## config.mk

```make
export PLATFORM = sky130hd
export DESIGN_NAME = stroke_rate_detector
export DESIGN_NICKNAME = d
export VERILOG_FILES = /design/src/sv/srd_pkg.sv /design/src/sv/stroke_rate_detector.sv /design/src/sv/srd_front.sv /design/src/sv/srd_queue.sv /design/src/sv/srd_divider.sv
export VERILOG_INCLUDE_DIRS = /design/src /design/src/sv
export SDC_FILE = /design/constraint.sdc
export NUM_CORES = 1
export LEC_CHECK = 0
export ABC_AREA = 1
export BUFFER_PORTS_ARGS = -buffer_cell sky130_fd_sc_hd__buf_2
export CAP_MARGIN = 25
export CORE_MARGIN = 4
export CORE_UTILIZATION = 43
export DETAILED_ROUTE_END_ITERATION = 6
export PLACE_DENSITY_LB_ADDON = 0.12
export SLEW_MARGIN = 30
export SYNTH_ARGS = -nofsm -noshare
export SYNTH_HDL_FRONTEND = slang
export SYNTH_SLANG_ARGS = --single-unit
```

## constraint.sdc

```tcl
create_clock -name clk -period 4.74 [get_ports clk]
set_clock_uncertainty 0.2 [all_clocks]
set_input_delay 0.711 -clock clk [delete_from_list [all_inputs] [get_ports clk]]
set_output_delay 0.711 -clock clk [all_outputs]
set_load 0.02 [all_outputs]
```

## src/sv/stroke_rate_detector_assert.svh

```systemverilog
// ----------------------------------------------------------------------------
// stroke rate detector assertion macros
// concurrent checks on clk, held off while rst is high
// ----------------------------------------------------------------------------
`ifndef STROKE_RATE_DETECTOR_ASSERT_SVH
`define STROKE_RATE_DETECTOR_ASSERT_SVH

`ifndef SYNTH

// condition holds at every edge
`define SRD_ASSERT(lbl, cond, msg) \
  lbl: assert property (@(posedge clk) disable iff (rst) (cond)) else $error(msg);

// antecedent implies consequent in the same cycle
`define SRD_IMPLIES(lbl, ante, cons, msg) \
  lbl: assert property (@(posedge clk) disable iff (rst) (ante) |-> (cons)) else $error(msg);

// antecedent implies consequent in the next cycle
`define SRD_NEXT(lbl, ante, cons, msg) \
  lbl: assert property (@(posedge clk) disable iff (rst) (ante) |=> (cons)) else $error(msg);

`else

`define SRD_ASSERT(lbl, cond, msg)
`define SRD_IMPLIES(lbl, ante, cons, msg)
`define SRD_NEXT(lbl, ante, cons, msg)

`endif

`endif

```

## src/sv/srd_pkg.sv

```systemverilog
// ----------------------------------------------------------------------------
// srd_pkg
// shared widths, register codes and reset values of the stroke rate detector
// ----------------------------------------------------------------------------
package srd_pkg;

  localparam int RatioW   = 7;
  localparam int ThreshW  = 15;
  localparam int SampleW  = 16;
  localparam int MsW      = 16;
  localparam int RateW    = 8;
  localparam int CfgIdxW  = 1;
  localparam int CfgDataW = 15;

  // elapsed-time queue between front and divider
  localparam int QDepth = 2;
  localparam int QPtrW  = (QDepth > 1) ? $clog2(QDepth) : 1;
  localparam int QCntW  = $clog2(QDepth + 1);

  typedef logic [MsW-1:0] ms_t;

  localparam ms_t MsPerMinute = 16'd60000;
  localparam ms_t MsMax       = 16'hffff;

  localparam logic [RatioW-1:0]  RatioReset     = 7'd4;
  localparam logic [ThreshW-1:0] ThresholdReset = 15'd3277;

  // register indexes
  localparam logic [CfgIdxW-1:0] RegRatio     = 1'b0;
  localparam logic [CfgIdxW-1:0] RegThreshold = 1'b1;

  // word kinds
  localparam logic KindTick   = 1'b0;
  localparam logic KindSample = 1'b1;

endpackage

```

## src/sv/stroke_rate_detector.sv

```systemverilog
// ----------------------------------------------------------------------------
// stroke_rate_detector
// counts strokes from gyro samples and ms ticks, reports the low 8 bits of 60000 / elapsed ms
// ----------------------------------------------------------------------------
//  channel   direction  handshake          payload
//  input     in         push / full        kind, sample
//  result    out        empty / pop        stroke_rate, elapsed_ms
//  config    in         cfg_we             cfg_index, cfg_data
//
//  a tick or a sample is taken by the front while push is high and full low
//  in the divider a stroke word gets one load, 16 quotient steps and one
//  write into the result register, which waits while an unread result is held
//  up to two stroke words wait between front and divider; full is high
//  while that queue holds two
//  rst is synchronous: ratio 4, threshold 3277, counters and sign cleared
// ----------------------------------------------------------------------------
module stroke_rate_detector (
  input  logic                               clk,
  input  logic                               rst,
  // input word
  input  logic                               push,
  output logic                               full,
  input  logic                               kind,
  input  logic signed [srd_pkg::SampleW-1:0] sample,
  // result word
  output logic                               empty,
  input  logic                               pop,
  output logic [srd_pkg::RateW-1:0]          stroke_rate,
  output logic [srd_pkg::MsW-1:0]            elapsed_ms,
  // config writes
  input  logic                               cfg_we,
  input  logic [srd_pkg::CfgIdxW-1:0]        cfg_index,
  input  logic [srd_pkg::CfgDataW-1:0]       cfg_data
);

  // front to queue
  logic         f_push;
  srd_pkg::ms_t f_data;
  // queue to divider
  logic         q_full;
  logic         q_empty;
  logic         q_pop;
  srd_pkg::ms_t q_data;

  // input is held off whenever a stroke could find the queue full
  assign full = q_full;

  // front: classifies ticks and samples, emits clamped elapsed time per stroke
  srd_front u_front (
    .clk       (clk),
    .rst       (rst),
    .push      (push),
    .full      (q_full),
    .kind      (kind),
    .sample    (sample),
    .cfg_we    (cfg_we),
    .cfg_index (cfg_index),
    .cfg_data  (cfg_data),
    .q_push    (f_push),
    .q_data    (f_data)
  );

  // decoupling queue
  srd_queue u_queue (
    .clk       (clk),
    .rst       (rst),
    .push      (f_push),
    .push_data (f_data),
    .full      (q_full),
    .pop       (q_pop),
    .empty     (q_empty),
    .pop_data  (q_data)
  );

  // back: serial divide and result register
  srd_divider u_divider (
    .clk         (clk),
    .rst         (rst),
    .q_empty     (q_empty),
    .q_data      (q_data),
    .q_pop       (q_pop),
    .empty       (empty),
    .pop         (pop),
    .stroke_rate (stroke_rate),
    .elapsed_ms  (elapsed_ms)
  );

endmodule

```

## src/sv/srd_front.sv

```systemverilog
// ----------------------------------------------------------------------------
// srd_front
// config registers, ms counter, downsampling and stroke classification
// ----------------------------------------------------------------------------
module srd_front (
  input  logic                           clk,
  input  logic                           rst,
  input  logic                           push,
  input  logic                           full,
  input  logic                           kind,
  input  logic signed [srd_pkg::SampleW-1:0] sample,
  input  logic                           cfg_we,
  input  logic [srd_pkg::CfgIdxW-1:0]    cfg_index,
  input  logic [srd_pkg::CfgDataW-1:0]   cfg_data,
  output logic                           q_push,
  output srd_pkg::ms_t                   q_data
);

  logic [srd_pkg::RatioW-1:0]  ratio;
  logic [srd_pkg::ThreshW-1:0] threshold;
  logic [srd_pkg::RatioW-1:0]  phase;
  logic                        prev_neg;
  srd_pkg::ms_t                ms;

  logic                        accept;
  logic [srd_pkg::RatioW-1:0]  ratio_eff;
  logic [srd_pkg::RatioW:0]    phase_inc;
  logic [srd_pkg::RatioW-1:0]  phase_next;
  logic                        keep;
  logic [srd_pkg::SampleW:0]   mag;
  logic                        cur_neg;
  logic                        stroke;

  assign accept    = push && !full;
  assign ratio_eff = (ratio == '0) ? srd_pkg::RatioW'(1) : ratio;
  assign phase_inc = {1'b0, phase} + (srd_pkg::RatioW+1)'(1);
  assign phase_next = (phase_inc >= {1'b0, ratio_eff}) ? '0
                                                       : phase_inc[srd_pkg::RatioW-1:0];
  assign keep    = (phase == '0);
  assign cur_neg = sample[srd_pkg::SampleW-1];
  assign mag     = cur_neg ? ((srd_pkg::SampleW+1)'(0) - {sample[srd_pkg::SampleW-1], sample})
                           : {1'b0, sample};
  assign stroke  = (mag >= {2'b00, threshold}) && (cur_neg != prev_neg);

  assign q_push = accept && (kind == srd_pkg::KindSample) && keep && stroke;
  assign q_data = (ms == '0) ? srd_pkg::MsW'(1) : ms;

  always_ff @(posedge clk) begin
    if (rst) begin
      ratio     <= srd_pkg::RatioReset;
      threshold <= srd_pkg::ThresholdReset;
      phase     <= '0;
      prev_neg  <= 1'b0;
      ms        <= '0;
    end else begin
      if (cfg_we) begin
        unique case (cfg_index)
          srd_pkg::RegRatio:     ratio     <= cfg_data[srd_pkg::RatioW-1:0];
          srd_pkg::RegThreshold: threshold <= cfg_data[srd_pkg::ThreshW-1:0];
          default: ;
        endcase
      end
      if (accept) begin
        if (kind == srd_pkg::KindTick) begin
          if (ms != srd_pkg::MsMax) begin
            ms <= ms + srd_pkg::MsW'(1);
          end
        end else begin
          phase <= phase_next;
          if (keep) begin
            prev_neg <= cur_neg;
            if (stroke) begin
              ms <= '0;
            end
          end
        end
      end
    end
  end

endmodule

```

## src/sv/srd_queue.sv

```systemverilog
// ----------------------------------------------------------------------------
// srd_queue
// short fifo of elapsed times between the front and the divider
// ----------------------------------------------------------------------------
`include "stroke_rate_detector_assert.svh"

module srd_queue (
  input  logic         clk,
  input  logic         rst,
  input  logic         push,
  input  srd_pkg::ms_t push_data,
  output logic         full,
  input  logic         pop,
  output logic         empty,
  output srd_pkg::ms_t pop_data
);

  srd_pkg::ms_t              slots [srd_pkg::QDepth];
  logic [srd_pkg::QPtrW-1:0] wr_ptr;
  logic [srd_pkg::QPtrW-1:0] rd_ptr;
  logic [srd_pkg::QCntW-1:0] count;
  logic                      do_push;
  logic                      do_pop;

  assign full     = (count == srd_pkg::QCntW'(srd_pkg::QDepth));
  assign empty    = (count == '0);
  assign pop_data = slots[rd_ptr];
  assign do_push  = push && !full;
  assign do_pop   = pop && !empty;

  always_ff @(posedge clk) begin
    if (do_push) begin
      slots[wr_ptr] <= push_data;
    end
  end

  always_ff @(posedge clk) begin
    if (rst) begin
      wr_ptr <= '0;
      rd_ptr <= '0;
      count  <= '0;
    end else begin
      if (do_push) begin
        wr_ptr <= (wr_ptr == srd_pkg::QPtrW'(srd_pkg::QDepth - 1)) ? '0
                                                                   : wr_ptr + srd_pkg::QPtrW'(1);
      end
      if (do_pop) begin
        rd_ptr <= (rd_ptr == srd_pkg::QPtrW'(srd_pkg::QDepth - 1)) ? '0
                                                                   : rd_ptr + srd_pkg::QPtrW'(1);
      end
      if (do_push && !do_pop) begin
        count <= count + srd_pkg::QCntW'(1);
      end else if (do_pop && !do_push) begin
        count <= count - srd_pkg::QCntW'(1);
      end
    end
  end

  `SRD_ASSERT(a_q_count_range, count <= srd_pkg::QCntW'(srd_pkg::QDepth), "queue overfilled")
  `SRD_NEXT(a_q_fill, do_push && !do_pop, !empty, "pushed word lost")

endmodule

```

## src/sv/srd_divider.sv

```systemverilog
// ----------------------------------------------------------------------------
// srd_divider
// restoring divider for 60000 / elapsed, one quotient bit per cycle,
// with the result word register
// ----------------------------------------------------------------------------
`include "stroke_rate_detector_assert.svh"

module srd_divider (
  input  logic                       clk,
  input  logic                       rst,
  input  logic                       q_empty,
  input  srd_pkg::ms_t               q_data,
  output logic                       q_pop,
  output logic                       empty,
  input  logic                       pop,
  output logic [srd_pkg::RateW-1:0]  stroke_rate,
  output srd_pkg::ms_t               elapsed_ms
);

  localparam int QuotW = srd_pkg::MsW;
  localparam int CntW  = $clog2(QuotW);

  typedef enum logic [1:0] {
    S_IDLE,
    S_RUN,
    S_DONE
  } state_t;

  state_t              state;
  srd_pkg::ms_t        divisor;
  srd_pkg::ms_t        rem;
  logic [QuotW-1:0]    quot;
  logic [CntW-1:0]     step;
  logic                out_valid;

  logic [srd_pkg::MsW:0] trial;
  logic                  fits;

  assign q_pop = (state == S_IDLE) && !q_empty;
  assign empty = !out_valid;
  assign trial = {rem, quot[QuotW-1]};
  assign fits  = (trial >= {1'b0, divisor});

  always_ff @(posedge clk) begin
    if (rst) begin
      state     <= S_IDLE;
      out_valid <= 1'b0;
      step      <= '0;
    end else begin
      // in done the result register is refilled below, so only clear elsewhere
      if (pop && out_valid && (state != S_DONE)) begin
        out_valid <= 1'b0;
      end
      unique case (state)
        S_IDLE: begin
          if (!q_empty) begin
            divisor <= q_data;
            rem     <= '0;
            quot    <= srd_pkg::MsPerMinute;
            step    <= '0;
            state   <= S_RUN;
          end
        end
        S_RUN: begin
          rem  <= fits ? srd_pkg::MsW'(trial - {1'b0, divisor}) : trial[srd_pkg::MsW-1:0];
          quot <= {quot[QuotW-2:0], fits};
          step <= step + CntW'(1);
          if (step == CntW'(QuotW - 1)) begin
            state <= S_DONE;
          end
        end
        S_DONE: begin
          if (!out_valid || pop) begin
            out_valid   <= 1'b1;
            stroke_rate <= quot[srd_pkg::RateW-1:0];
            elapsed_ms  <= divisor;
            state       <= S_IDLE;
          end
        end
        default: state <= S_IDLE;
      endcase
    end
  end

  `SRD_IMPLIES(a_div_nonzero, state == S_RUN, divisor != '0, "divide by zero")
  `SRD_IMPLIES(a_div_rem, state == S_RUN, rem < divisor, "remainder not reduced")
  `SRD_NEXT(a_done_hold, state == S_DONE && out_valid && !pop, state == S_DONE,
            "result overwritten")

endmodule
```

==> metrics.md, run 1 <==
| Metric | Value |
|---|---|
| RSZ-0062 raised after global routing | false |
| Tmin final | about 3.8 ns |
| Initial core utilization | a little over two fifths |
| Worst-path clk slew | approximately 0.060 ns |
| IO buf count | between 60 and 70 |
| Worst Setup EP | u_queue.count[1]$_SDFFE_PP0P_ |
| Cell row count | 50 |
| Routed WL per cell | around 13 microns |
| DP Cell Count | around 1,200 |
| Via count | 6,007 |
| Final setup vio count | 0 |
| Die width | approximately 150 microns |
| # DRC | 0 |
| Most crowded layer after global routing | met2 |
| Num CTS Buffers | 17 |
| Syn Area/Cell | 8.90 sq um |
| Worst vdd ir | 0.000289 V |
| Max-Cap Viols | 0 |
| Clock Sinks | between 150 and 200 |
| Worst slew margin | 56.1% |
| CP endpoint kind | flop |
| Gpl congestion | 0.860 |
| Clock latency on the worst-skew pair | 0.42 ns |
| CTS root buffer | clkbuf_16 |
| Yosys top cell area share | 37.7% |
| First-pass GRT wire length | 28.0 mm |
| Post-synth cell types | 45 |
| Die area | 0.0216 sq mm |
| Grt ovf | 0 |
| Initial DRC count | ~280 |
| RR Startpoint | u_divider.rem[7]$_SDFFCE_PN0P_ |
| Kind of start point of the critical path | input pin |
| Crit path top cell by count | nand2_1 |
| Total wire length | 16.4 mm |
| Number of diodes | 0 |
| M1 GR Usage | 22.0% |
| Number of vias per cell | 4.79 |
| H-tree depth | 4 |
| Final nets | 1,066 |
| Top cell type by total area after synthesis | edfxtp_1 |
| Final instance area | 0.00947 sq mm |
| Post-DP HPWL | 12.0 mm |
| Yosys reg bits | around 160 |
| Slowest stage delay, CP | 0.30 ns |
| DP Area | 0.00880 sq mm |
| Outcome | finished, final reports clean |
| RR Endpoint | u_divider.rem[5]$_SDFFCE_PN0P_ |
| Worst-path fanout max | 3 |
| Worst-margin pin slew | 0.658 ns |
| Count of final hold-check violations | 0 |
| Worst r2r path cells | 10 |
| Power Dens Cells | 515 mW/mm^2 |
| CORE AREA | 0.0188 sq mm |
| Total GRT Usage | 15.9% |
| Setup crit start | sample[0] |
| CP max stage cell | ha_1 |
| Type of the worst setup path | input pin to flop |
| Period utilization | 79.4% |
| FFs w/ async S/R, synth | 0% |
| Number of enable flip-flop cells after synthesis | approximately 100 |
| Filler Cell Count | 1,769 |
| Die Y | between 100 and 150 microns |
| Hold/Removal Path Class | flop to flop |
| CP required | 4.84 ns |
| Util after Layout | 50.3% |
| R2r setup slk | 1.90 ns |
| TritonCTS clock tree | built |
| Top cells by area, synth | edfxtp_1, dfxtp_1, nand2_1 |
| Layout area overhead | 14.3% |
| Cell area after synthesis | 0.00828 sq mm |
| Post-CTS sizing | 0 |
| Fin. max-slew vios | 0 |
| Post-CTS setup buffers | 0 |
| CTS Buffer Depth | 2 |
| Hold Worst Slack | 0.250 ns |
| Primary FF master, synth | edfxtp_1 |
| Syn_nets | ~1,000 |
| Fmax | 266 MHz |
| Post-synthesis cell count | 931 |
| Met2 GRT Util | 25.4% |
| Leakage | 4.03 nW |
| Most numerous cell in the Yosys netlist | nand2_1 |
| Ys Warns | 0 |
| Layout cells sized above 1 | 13.6% |
| Vias in the first global route | 5,825 |
| Synth cell count leaders | nand2_1, inv_1, edfxtp_1 |
| Antenna violations before repair | 0 |
| Crit path DAT | 3.86 ns |
| Sequential cell area fraction in the yosys report | about 50% |
| Pin count of the biggest net entering global routing | 33 |
| Post-route ant nets | 0 |
| GR Util met3 | 3.55% |
| Cell Count, Final, Fillers Out | 1,255 |
| IO Pins | 64 |
| Setup_tns | 0 ns |
| First-pass DRT Iterations | 4 |
| Hold buffer count at cts | 0 |
| Worst Min Path Start | u_divider.quot[2]$_SDFFCE_PN0P_ |
==> logic make-up (layout without fill, tap and decap cells) <==
logic type | Yosys count | in the layout | synth area share (%)
DFF | 161 | 161 | 51.5
adders and majority gates | 46 | 46 | 7.04
buffers and inverters | 171 | 235 | 8.28
AOI/OAI and AO/OA | 175 | 175 | 11.6
and+or+nand+nor | 347 | 347 | 18.4
xor gates and xnor gates | 31 | 31 | 3.28
==> where the power goes <==
part | leakage, nW | internal (W) | switching, W
sequential | 1.43 | 0.00181 | 0.000146
clock | 0.317 | 0.000966 | 0.000557
combinational | 2.29 | 0.000488 | 0.000911
total | 4.03 | 0.00326 | 0.00161
==> flip-flops by register name (all words and copies together) (netlist names) <==
name	flops
u_queue.slots	32
u_divider.divisor	16
u_divider.elapsed_ms	16
u_divider.quot	16
u_divider.rem	16
u_front.ms	16
u_front.threshold	15
u_divider.stroke_rate	8
u_front.phase	7
u_front.ratio	7
u_divider.step	4
u_divider.state	2
u_queue.count	2
u_divider.out_valid	1
u_front.prev_neg	1
u_queue.rd_ptr	1
u_queue.wr_ptr	1
==> per-layer routing <==
metal / wire, microns / vias up
li1: - / 3207
met1: 8260 / 2712
met2: 7460 / 72
met3: 514 / 16
met4: 155 / 0
met5: 0 / -
==> through the flow <==
stage / total power, W / setup slack [ns]
floorplan: 0.00305 / 0.710
global placement: 0.00338 / 0.664
detailed placement: 0.00340 / 0.579
CTS: 0.00493 / 0.995
global route: 0.00522 / 0.652
finish: 0.00488 / 0.978
==> worst min-delay path by stage <==
| stage | slack (ns) | end | cells after the start |
|---|---|---|---|
| 2_1_floorplan | 0.22 | u_divider.stroke_rate[4]$_DFFE_PP_ | 0 |
| 3_3_place_gp | 0.24 | u_divider.stroke_rate[3]$_DFFE_PP_ | 0 |
| 3_5_place_dp | 0.24 | u_divider.stroke_rate[2]$_DFFE_PP_ | 0 |
| 4_1_cts | 0.25 | u_divider.stroke_rate[2]$_DFFE_PP_ | 0 |
| 5_1_grt | 0.26 | u_divider.stroke_rate[1]$_DFFE_PP_ | 0 |
| 6_report | 0.25 | u_divider.stroke_rate[2]$_DFFE_PP_ | 0 |
==> layout by cell type, fill, tap and decap left out, types with 9 or more instances in the layout <==
cell type / n
edfxtp_1: 104
nor2_1: 73
nor2_2: 10
inv_1: 129
xnor2_1: 10
a21oi_1: 84
dfxtp_1: 57
nand3_1: 37
buf_2: 63
o21ai_1: 9
xor2_1: 21
clkbuf_16: 17
o211ai_1: 9
nand4_1: 18
o21ai_0: 52
nand2_1: 175
ha_1: 45
==> final cells by class <==
type                            count  area [sq um]  area share (%)
Clock buffer                       20           457            4.82
Clock inverter                     12           206            2.18
Timing Repair Buffer               71           375            3.97
Sequential cell                   161          4260            45.0
Inverter                          132           495            5.23
Tap cell                          260           325            3.44
Multi-Input combinational cell    599          3340            35.3
==> critical path, delay by kind of cell <==
kind	cells	cell delay, ns
and+or+nand+nor	12	1.39
adders and majority gates	3	0.74
AOI/OAI and AO/OA	5	0.56
buffers and inverters	4	0.30
xor gates and xnor gates	1	0.15
Power figures use the tool's default switching activity.
==> inputs of run 2 (changes only) <==
--- a/config.mk
+++ b/config.mk
@@ -6,7 +6,7 @@
 export SDC_FILE = /design/constraint.sdc
 export NUM_CORES = 1
 export LEC_CHECK = 0
-export ABC_AREA = 1
+export ABC_AREA = 0
 export BUFFER_PORTS_ARGS = -buffer_cell sky130_fd_sc_hd__buf_2
 export CAP_MARGIN = 25
 export CORE_MARGIN = 4
==> constraint.sdc (replaced) <==
create_clock -name clk -period 3.8 [get_ports clk]
set_clock_uncertainty 0.2 [all_clocks]
set_input_delay 0.57 -clock clk [delete_from_list [all_inputs] [get_ports clk]]
set_output_delay 0.57 -clock clk [all_outputs]
set_load 0.02 [all_outputs]
==> run 2 against run 1 <==
Compared with the run above:
- the flow now finishes with violations (setup timing)
- combinational power is 12% higher
- register-to-register slack worse by 1.2 ns
- worst hold slack worse by 0.091 ns
- sequential share of layout area is 0.52 points lower
- worst setup slack worse by 1.3 ns
- global-route usage is 0.44 points higher
- sequential power is 19% higher
==> metrics.md, run 2 <==
| Metric | Value |
|---|---|
| Syn_nets | 850 (-16%) |
| Num CTS Buffers | 17 (unchanged) |
| H-tree depth | 4 (unchanged) |
| IO buf count | 63 (unchanged) |
| CTS Buffer Depth | 2 (unchanged) |
| DP Area | 0.00870 sq mm (-1.2%) |
| Antenna violations before repair | 0 (unchanged) |
| Pint | 0.00405 W (+24%) |
| First-pass GRT wire length | 27.4 mm (-2.5%) |
| Slowest stage delay, CP | 0.51 ns (+0.21 ns) |
| Number of diodes | 0 (unchanged) |
| Clock latency on the worst-skew pair | 0.42 ns (about the same) |
| Type of the worst setup path | input pin to flop |
| Gpl congestion | 0.873 (+1.5%) |
| Final setup vio count | 49 (+49) |
| Switching pwr | 0.00169 W (+4.7%) |
| Final instance area | 0.00958 sq mm (+1.2%) |
| Share of total power in combinational logic | 27.4% (-1.3 points) |
| Hold Path Cell Cnt | 3 (+3) |
| RSZ-0062 raised after global routing | true |
| CP required | 3.94 ns (-0.90 ns) |
| IO Pins | 64 (unchanged) |
| # DRC | 0 (unchanged) |
| Commonest non-fill, non-tap cell in the layout | edfxtp_1 |
| Top cell type by total area after synthesis | edfxtp_1 |
| Total GRT Usage | 16.3% (+0.44 points) |
| Switching Share | 29.4% (-3.7 points) |
| Fin. max-slew vios | 0 (unchanged) |
| Leakage | 3.70 nW (-8.3%) |
| CORE AREA | 0.0181 sq mm (-3.6%) |
| Die area | 0.0209 sq mm (-3.0%) |
| Worst-path fanout max | 3 (unchanged) |
| Initial core utilization | 44.2% (+0.22 points) |
| Post-synth cell types | 62 (+38%) |
| Setup_tns | -6.25 ns (-6.25 ns) |
| Clock power share | 32.2% (+1.0 points) |
| Die width | 145 microns (-1.5%) |
| Most frequent cells in the layout | edfxtp_1, nand2_1, nor2_1, buf_2, dfxtp_1 |
| Cells along the critical path | buf_6 -> or4_4 -> or2_1 -> or3_4 -> o21ai_2 -> xnor2_1 -> ha_1 -> a21o_1 -> a211o_1 -> a211oi_2 -> o211ai_1 -> a22o_4 -> and2b_2 -> ha_4 -> xor2_2 -> or3_1 -> a21oi_2 |
| Hold Worst Slack | 0.159 ns (-0.0914 ns) |
| Pin count of the biggest net entering global routing | 37 (+12%) |
| Critical Path Stages | 17 (-32%) |
| Register Area | 0.00426 sq mm (unchanged) |
| Initial DRC count | 294 (+5.4%) |
| Hold buffer count at cts | 0 (unchanged) |
| Top cells by area, synth | edfxtp_1, dfxtp_1, ha_1 |
| Sequential cell area fraction in the yosys report | 53.1% (+1.7 points) |
| Ys Warns | 0 (unchanged) |
| Via count | 5,769 (-4.0%) |
| Worst vdd ir | 0.000344 V (+19%) |
| Most numerous cell in the Yosys netlist | edfxtp_1 |
| Primary FF master, synth | edfxtp_1 |
| CP endpoint kind | flop |
| Outcome | finished with violations |
| Fmax | 242 MHz |
| Post-route ant nets | 0 (unchanged) |
| Cell area after synthesis | 0.00802 sq mm (-3.1%) |
| Multi-input gate area | 0.00357 sq mm (+6.7%) |
| Worst-path clk slew | 0.06 ns (about the same) |
| Max FFs per register | 32 (unchanged) |
| Yosys reg bits | 161 (unchanged) |
| Syn Area/Cell | 10.5 sq um (+18%) |
| Period utilization | 109% |
| CP bufs+invs | 1 (-3) |
| Post-DP HPWL | 11.4 mm (-5.0%) |
| Final nets | 926 (-13%) |
| Die Y | 145 microns (-1.5%) |
| Failing checks | setup timing |
| Vias in the first global route | 5,764 (-1.0%) |
| Worst r2r path cells | 9 (-1) |
| Worst slew margin | 45.2% (-11 points) |
| Kind of start point of the critical path | input pin |
| Tmin final | about 4.1 ns |
| Yosys top cell area share | 38.9% (+1.2 points) |
| Flop pwr share | 40.4% (+0.3 points) |
| Number of enable flip-flop cells after synthesis | 104 (unchanged) |
| TritonCTS clock tree | built |
| Crit path DAT | 4.27 ns (+0.41 ns) |
| FFs w/ async S/R, synth | 0% (unchanged) |
| Clock Sinks | 161 (unchanged) |
| Synth cell count leaders | edfxtp_1, nand2_1, nor2_1 |
| Total wire length | 16.4 mm (about the same) |
| Filler Cell Count | 1,580 (-11%) |
| Post-synthesis cell count | 766 (-18%) |
| CTS root buffer | clkbuf_16 |
| Pre-CTS setup slack | -0.881 ns (-1.46 ns) |
| Routed WL per cell | 15.1 microns (+16%) |
| CP max stage cell | or4_4 |
| First-pass DRT Iterations | 6 (+2) |
| Layout cells sized above 1 | 21.3% (+7.7 points) |
| Cell row count | 49 (-2.0%) |
| Worst-margin pin slew | 0.820 ns (+0.163 ns) |
| Number of vias per cell | 5.32 (+11%) |
| Hold/Removal Path Class | input pin to flop |
| Power Dens Cells | 599 mW/mm^2 (+16%) |
| Count of final hold-check violations | 0 (unchanged) |
| Max-Cap Viols | 0 (unchanged) |
| Layout area overhead | 19.3% |
| Fin worst setup slack | -0.332 ns (-1.31 ns) |
| Grt ovf | 0 (unchanged) |
| Largest Register | u_queue.slots |
| Largest delay share family, worst path | simple AND/OR/NAND/NOR gates |
## run 2: cell types whose count changed after synthesis, moves of 14 or more
cell	delta
nand2b_1	+21
a21oi_1	-37
nand3_1	-22
nand2_1	-105
xor2_1	-14
inv_1	-80
mux2_2	+16
xnor2_1	+18
o21ai_0	-26
## run 2: layer usage
layer  track usage [%]  vias to the layer above  routed length (microns)
li1                  -                     2883                        -
met1              20.7                     2728                     7530
met2              27.5                      145                     7930
met3              4.10                       13                      712
met4              5.11                        0                      206
met5                 0                        -                        0
## run 2: what timing repair did
item / 4_1_cts / 5_1_grt
gates resized for setup: 13 / 18
setup endpoints to repair: 50 / 51
pin swaps: 11 / 10
buffers inserted: 3 / 6
gates cloned: 1 / 1
## run 2: layout make-up
class                      count  share of cell area (%)
multi-input combinational    514                    37.3
clock inverter                 5                   0.862
clock buffer                  27                    5.98
inverter                      49                    1.92
tap                          229                    2.99
sequential                   161                    44.5
timing repair buffer          99                    6.45
## run 2: worst register-to-register path: cells and delay by family, from the launching register on
family	cells	cell delay (ns)
AOI/OAI and AO/OA	1	0.16
and+or+nand+nor	6	1.88
DFF	1	0.37
buffers and inverters	2	0.21
## run 2: through the flow
step           instances  util [%]  power, W
2_1_floorplan        766         -   0.00348
3_3_place_gp        1042      47.9   0.00385
3_5_place_dp        1042      47.9   0.00387
4_1_cts             1078      52.0   0.00576
5_1_grt             1084      52.8   0.00609
6_report            1084      52.8   0.00574
## run 2: cells by family after synthesis
| logic type | count (synthesis) | synth area share [%] |
|---|---|---|
| adder cells (fa/ha/maj) | 46 | 7.27 |
| AND/OR/NAND/NOR | 256 | 15.8 |
| AO/OA/AOI/OAI | 147 | 11.8 |
| XOR/XNOR | 35 | 3.82 |
| multiplexers | 28 | 3.74 |
| buffers and inverters | 93 | 4.40 |
| flip-flops | 161 | 53.1 |
## run 2: final timing paths
check | startpoint | to | slack (ns)
hold / removal | cfg_data[7] | u_front.threshold[7]$_SDFFE_PP1P_ | 0.16
hold reg to reg | u_divider.quot[0]$_SDFFCE_PN0P_ | u_divider.stroke_rate[0]$_DFFE_PP_ | 0.24
setup reg to reg | u_front.phase[2]$_SDFFE_PP0P_ | u_queue.slots[0][13]$_DFFE_PP_ | 0.66
setup / recovery | sample[4] | u_queue.count[1]$_SDFFE_PP0P_ | -0.33
## run 2: power by group through the flow
stage	clock network (W)	logic [W]	registers, W
2_1_floorplan	0	0.00121	0.00227
3_3_place_gp	0	0.00150	0.00235
3_5_place_dp	0	0.00152	0.00235
4_1_cts	0.00189	0.00155	0.00231
5_1_grt	0.00197	0.00178	0.00234
6_report	0.00185	0.00157	0.00232
==> inputs of run 3 (changes only) <==
--- a/config.mk
+++ b/config.mk
@@ -10,7 +10,7 @@
 export BUFFER_PORTS_ARGS = -buffer_cell sky130_fd_sc_hd__buf_2
 export CAP_MARGIN = 25
 export CORE_MARGIN = 4
-export CORE_UTILIZATION = 43
+export CORE_UTILIZATION = 60
 export DETAILED_ROUTE_END_ITERATION = 6
 export PLACE_DENSITY_LB_ADDON = 0.12
 export SLEW_MARGIN = 30
==> run 3 against run 2 <==
Compared with the run above:
- the flow still finishes with violations (setup timing)
- combinational power barely moved
- cell area fell by 1.6%
- non-clock buffer count fell by 4
- cell count fell by 5.7%
- critical path depth did not move
- die area fell by 27%
- routed wire length rose by 2.1%
- sequential share of layout area rose by 0.72 points
- flip-flop and latch count did not move
- clock power fell by 6%
- global-route usage rose by 6.7 points
- largest power group unchanged
- highest routed layer unchanged
==> metrics.md, run 3 (synthesis gave the netlist of run 2 again) <==
| Metric | Value |
|---|---|
| Grt ovf | 0 (unchanged) |
| Gpl congestion | 0.901 (+3.2%) |
| Outcome | finished with violations |
| Cells along the critical path | buf_6 -> or4_4 -> or2_4 -> or3_4 -> o21ai_4 -> xnor2_2 -> ha_1 -> a21o_1 -> a211o_1 -> a211oi_2 -> o211ai_1 -> a22o_4 -> and2b_2 -> ha_4 -> xor2_2 -> or3_1 -> a21oi_2 |
| Register Area | 0.00426 sq mm (unchanged) |
| WL met1 | 7.12 mm (-5.5%) |
| Hold/Removal Path Class | input pin to flop |
| Metal2 WL | 8.39 mm (+5.8%) |
| Tmin final | 4.14 ns (+0.00903 ns) |
| Period utilization | 109% (+0.24 points) |
| CP required | 3.96 ns (+0.02 ns) |
| Power Dens Cells | 601 mW/mm^2 (+0.40%) |
| Total wire length | 16.7 mm (+2.1%) |
| Met3 wire length | 935 microns (+31%) |
| Fin worst setup slack | -0.341 ns (-0.00903 ns) |
| H-tree depth | 4 (unchanged) |
| Total GRT Usage | 23.0% (+6.7 points) |
| Switching Share | 30.8% (+1.3 points) |
| CP max stage cell | or4_4 |
| Post-route ant nets | 0 (unchanged) |
| DR top layer | met4 |
| Post-DP HPWL | 11.5 mm (+1.0%) |
| Via count | 5,938 (+2.9%) |
| Multi-input gate area | 0.00353 sq mm (-1.1%) |
| Max-Cap Viols | 0 (unchanged) |
| Kind of start point of the critical path | input pin |
| Worst slew margin | 46.0% (+0.84 points) |
| First-pass GRT wire length | 27.6 mm (+1.0%) |
| Antenna violations before repair | 0 (unchanged) |
| Num CTS Buffers | 17 (unchanged) |
| TritonCTS clock tree | built |
| Util after Layout | 73.2% (+20 points) |
| Vias in the first global route | 5,862 (+1.7%) |
| Cell row count | 41 (-16%) |
| Fin. max-slew vios | 0 (unchanged) |
| Flop pwr share | 40.9% (+0.5 points) |
| Failing checks | setup timing |
| Initial DRC count | 440 (+50%) |
| Number of vias per cell | 5.81 (+9.2%) |
| Count of final hold-check violations | 0 (unchanged) |
| Most frequent cells in the layout | edfxtp_1, nand2_1, nor2_1, buf_2, dfxtp_1 |
| CTS Buffer Depth | 2 (unchanged) |
| Setup_tns | -8.91 ns (-2.66 ns) |
| Die area | 0.0153 sq mm (-27%) |
| Worst vdd ir | 0.000383 V (+11%) |
| Pint | 0.00392 W (-3.1%) |
| Worst-margin pin slew | 0.808 ns (-0.0125 ns) |
| Largest Register | u_queue.slots |
| Initial core utilization | 62.3% (+18 points) |
| Hold buffer count at cts | 0 (unchanged) |
| Leakage | 3.67 nW (-0.74%) |
| Layout area overhead | 17.4% |
| Commonest non-fill, non-tap cell in the layout | edfxtp_1 |
| Number of diodes | 0 (unchanged) |
| Worst-path clk slew | 0.06 ns (about the same) |
| Clock latency on the worst-skew pair | 0.43 ns (about the same) |
| Die width | 124 microns (-14%) |
| CORE AREA | 0.0129 sq mm (-29%) |
| RSZ-0062 raised after global routing | true |
| Filler Cell Count | 901 (-43%) |
| Slowest stage delay, CP | 0.52 ns (about the same) |
| Fmax | 241 MHz (-0.22%) |
| IO buf count | 63 (unchanged) |
| Clock Sinks | 161 (unchanged) |
| First-pass DRT Iterations | 5 (-1) |
| Final setup vio count | 46 (-6.1%) |
| Clock power share | 30.7% (-1.5 points) |
| Worst-path fanout max | 2 (-1) |
| Die Y | 124 microns (-14%) |
| Share of total power in combinational logic | 28.3% (+0.9 points) |
| Routed WL per cell | 16.4 microns (+8.3%) |
| Max FFs per register | 32 (unchanged) |
| Final nets | 921 (-0.54%) |
| Type of the worst setup path | input pin to flop |
| Pin count of the biggest net entering global routing | 40 (+8.1%) |
| CTS root buffer | clkbuf_16 |
| Hold Worst Slack | 0.161 ns (+0.00175 ns) |
| Crit path DAT | 4.30 ns (+0.03 ns) |
| # DRC | 0 (unchanged) |
| IO Pins | 64 (unchanged) |
| CP endpoint kind | flop |
| Layout cells sized above 1 | 20.5% (-0.82 points) |
| R2r setup slk | 0.48 ns (-0.18 ns) |
| Switching pwr | 0.00174 W (+3.3%) |
## run 3: worst paths after layout
kind / start / to / cells after the start
min: cfg_data[10] / u_front.threshold[10]$_SDFFE_PP1P_ / 3
max: sample[4] / u_queue.count[1]$_SDFFE_PP0P_ / 17
max reg2reg: u_divider.divisor[3]$_DFFE_PP_ / u_divider.rem[6]$_SDFFCE_PN0P_ / 11
min reg2reg: u_divider.quot[0]$_SDFFCE_PN0P_ / u_divider.stroke_rate[0]$_DFFE_PP_ / 0
## run 3: through the flow
step                      total power (W)  std cells  worst slack (ns)  area [sq um]
after floorplan                   0.00348        766            -0.572          8050
after global placement            0.00380        980            -0.760          8590
after detailed placement          0.00386        980            -0.880          8590
after CTS                         0.00565       1019            -0.285          9340
after global routing              0.00598       1022            -0.486          9420
final                             0.00567       1022            -0.341          9420
## run 3: power by group through the flow
stage          clock network [W]  logic (W)  registers, W
6_report                 0.00174    0.00160       0.00232
5_1_grt                  0.00186    0.00178       0.00234
4_1_cts                  0.00177    0.00157       0.00232
3_5_place_dp                   0    0.00152       0.00235
3_3_place_gp                   0    0.00146       0.00234
2_1_floorplan                  0    0.00121       0.00227
## run 3: layer usage
layer | global-route usage, % | vias to the layer above
met3 | 5.45 | 30
met1 | 29.3 | 2850
met5 | 0 | -
li1 | - | 2871
met2 | 38.8 | 187
met4 | 7.96 | 0
## run 3: cell type report
class                           count  share of cell area [%]
Clock buffer                       24                    5.67
Clock inverter                      8                   0.903
Inverter                           49                    1.95
Multi-Input combinational cell    513                    37.5
Sequential cell                   161                    45.3
Tap cell                          172                    2.28
Timing Repair Buffer               95                    6.48
## run 3: repair_timing
item	in CTS	in global routing
resized for setup	12	12
setup endpoints to repair	50	51
pin swaps	12	3
buffers inserted	7	4
gates cloned	2	0
## run 3: critical path: cells and delay by family
kind,cells,cell delay (ns)
adder cells (fa/ha/maj),2,0.42
AND/OR/NAND/NOR,5,1.67
AO/OA/AOI/OAI,7,1.28
XOR/XNOR,2,0.26
buffers and inverters,1,0.09
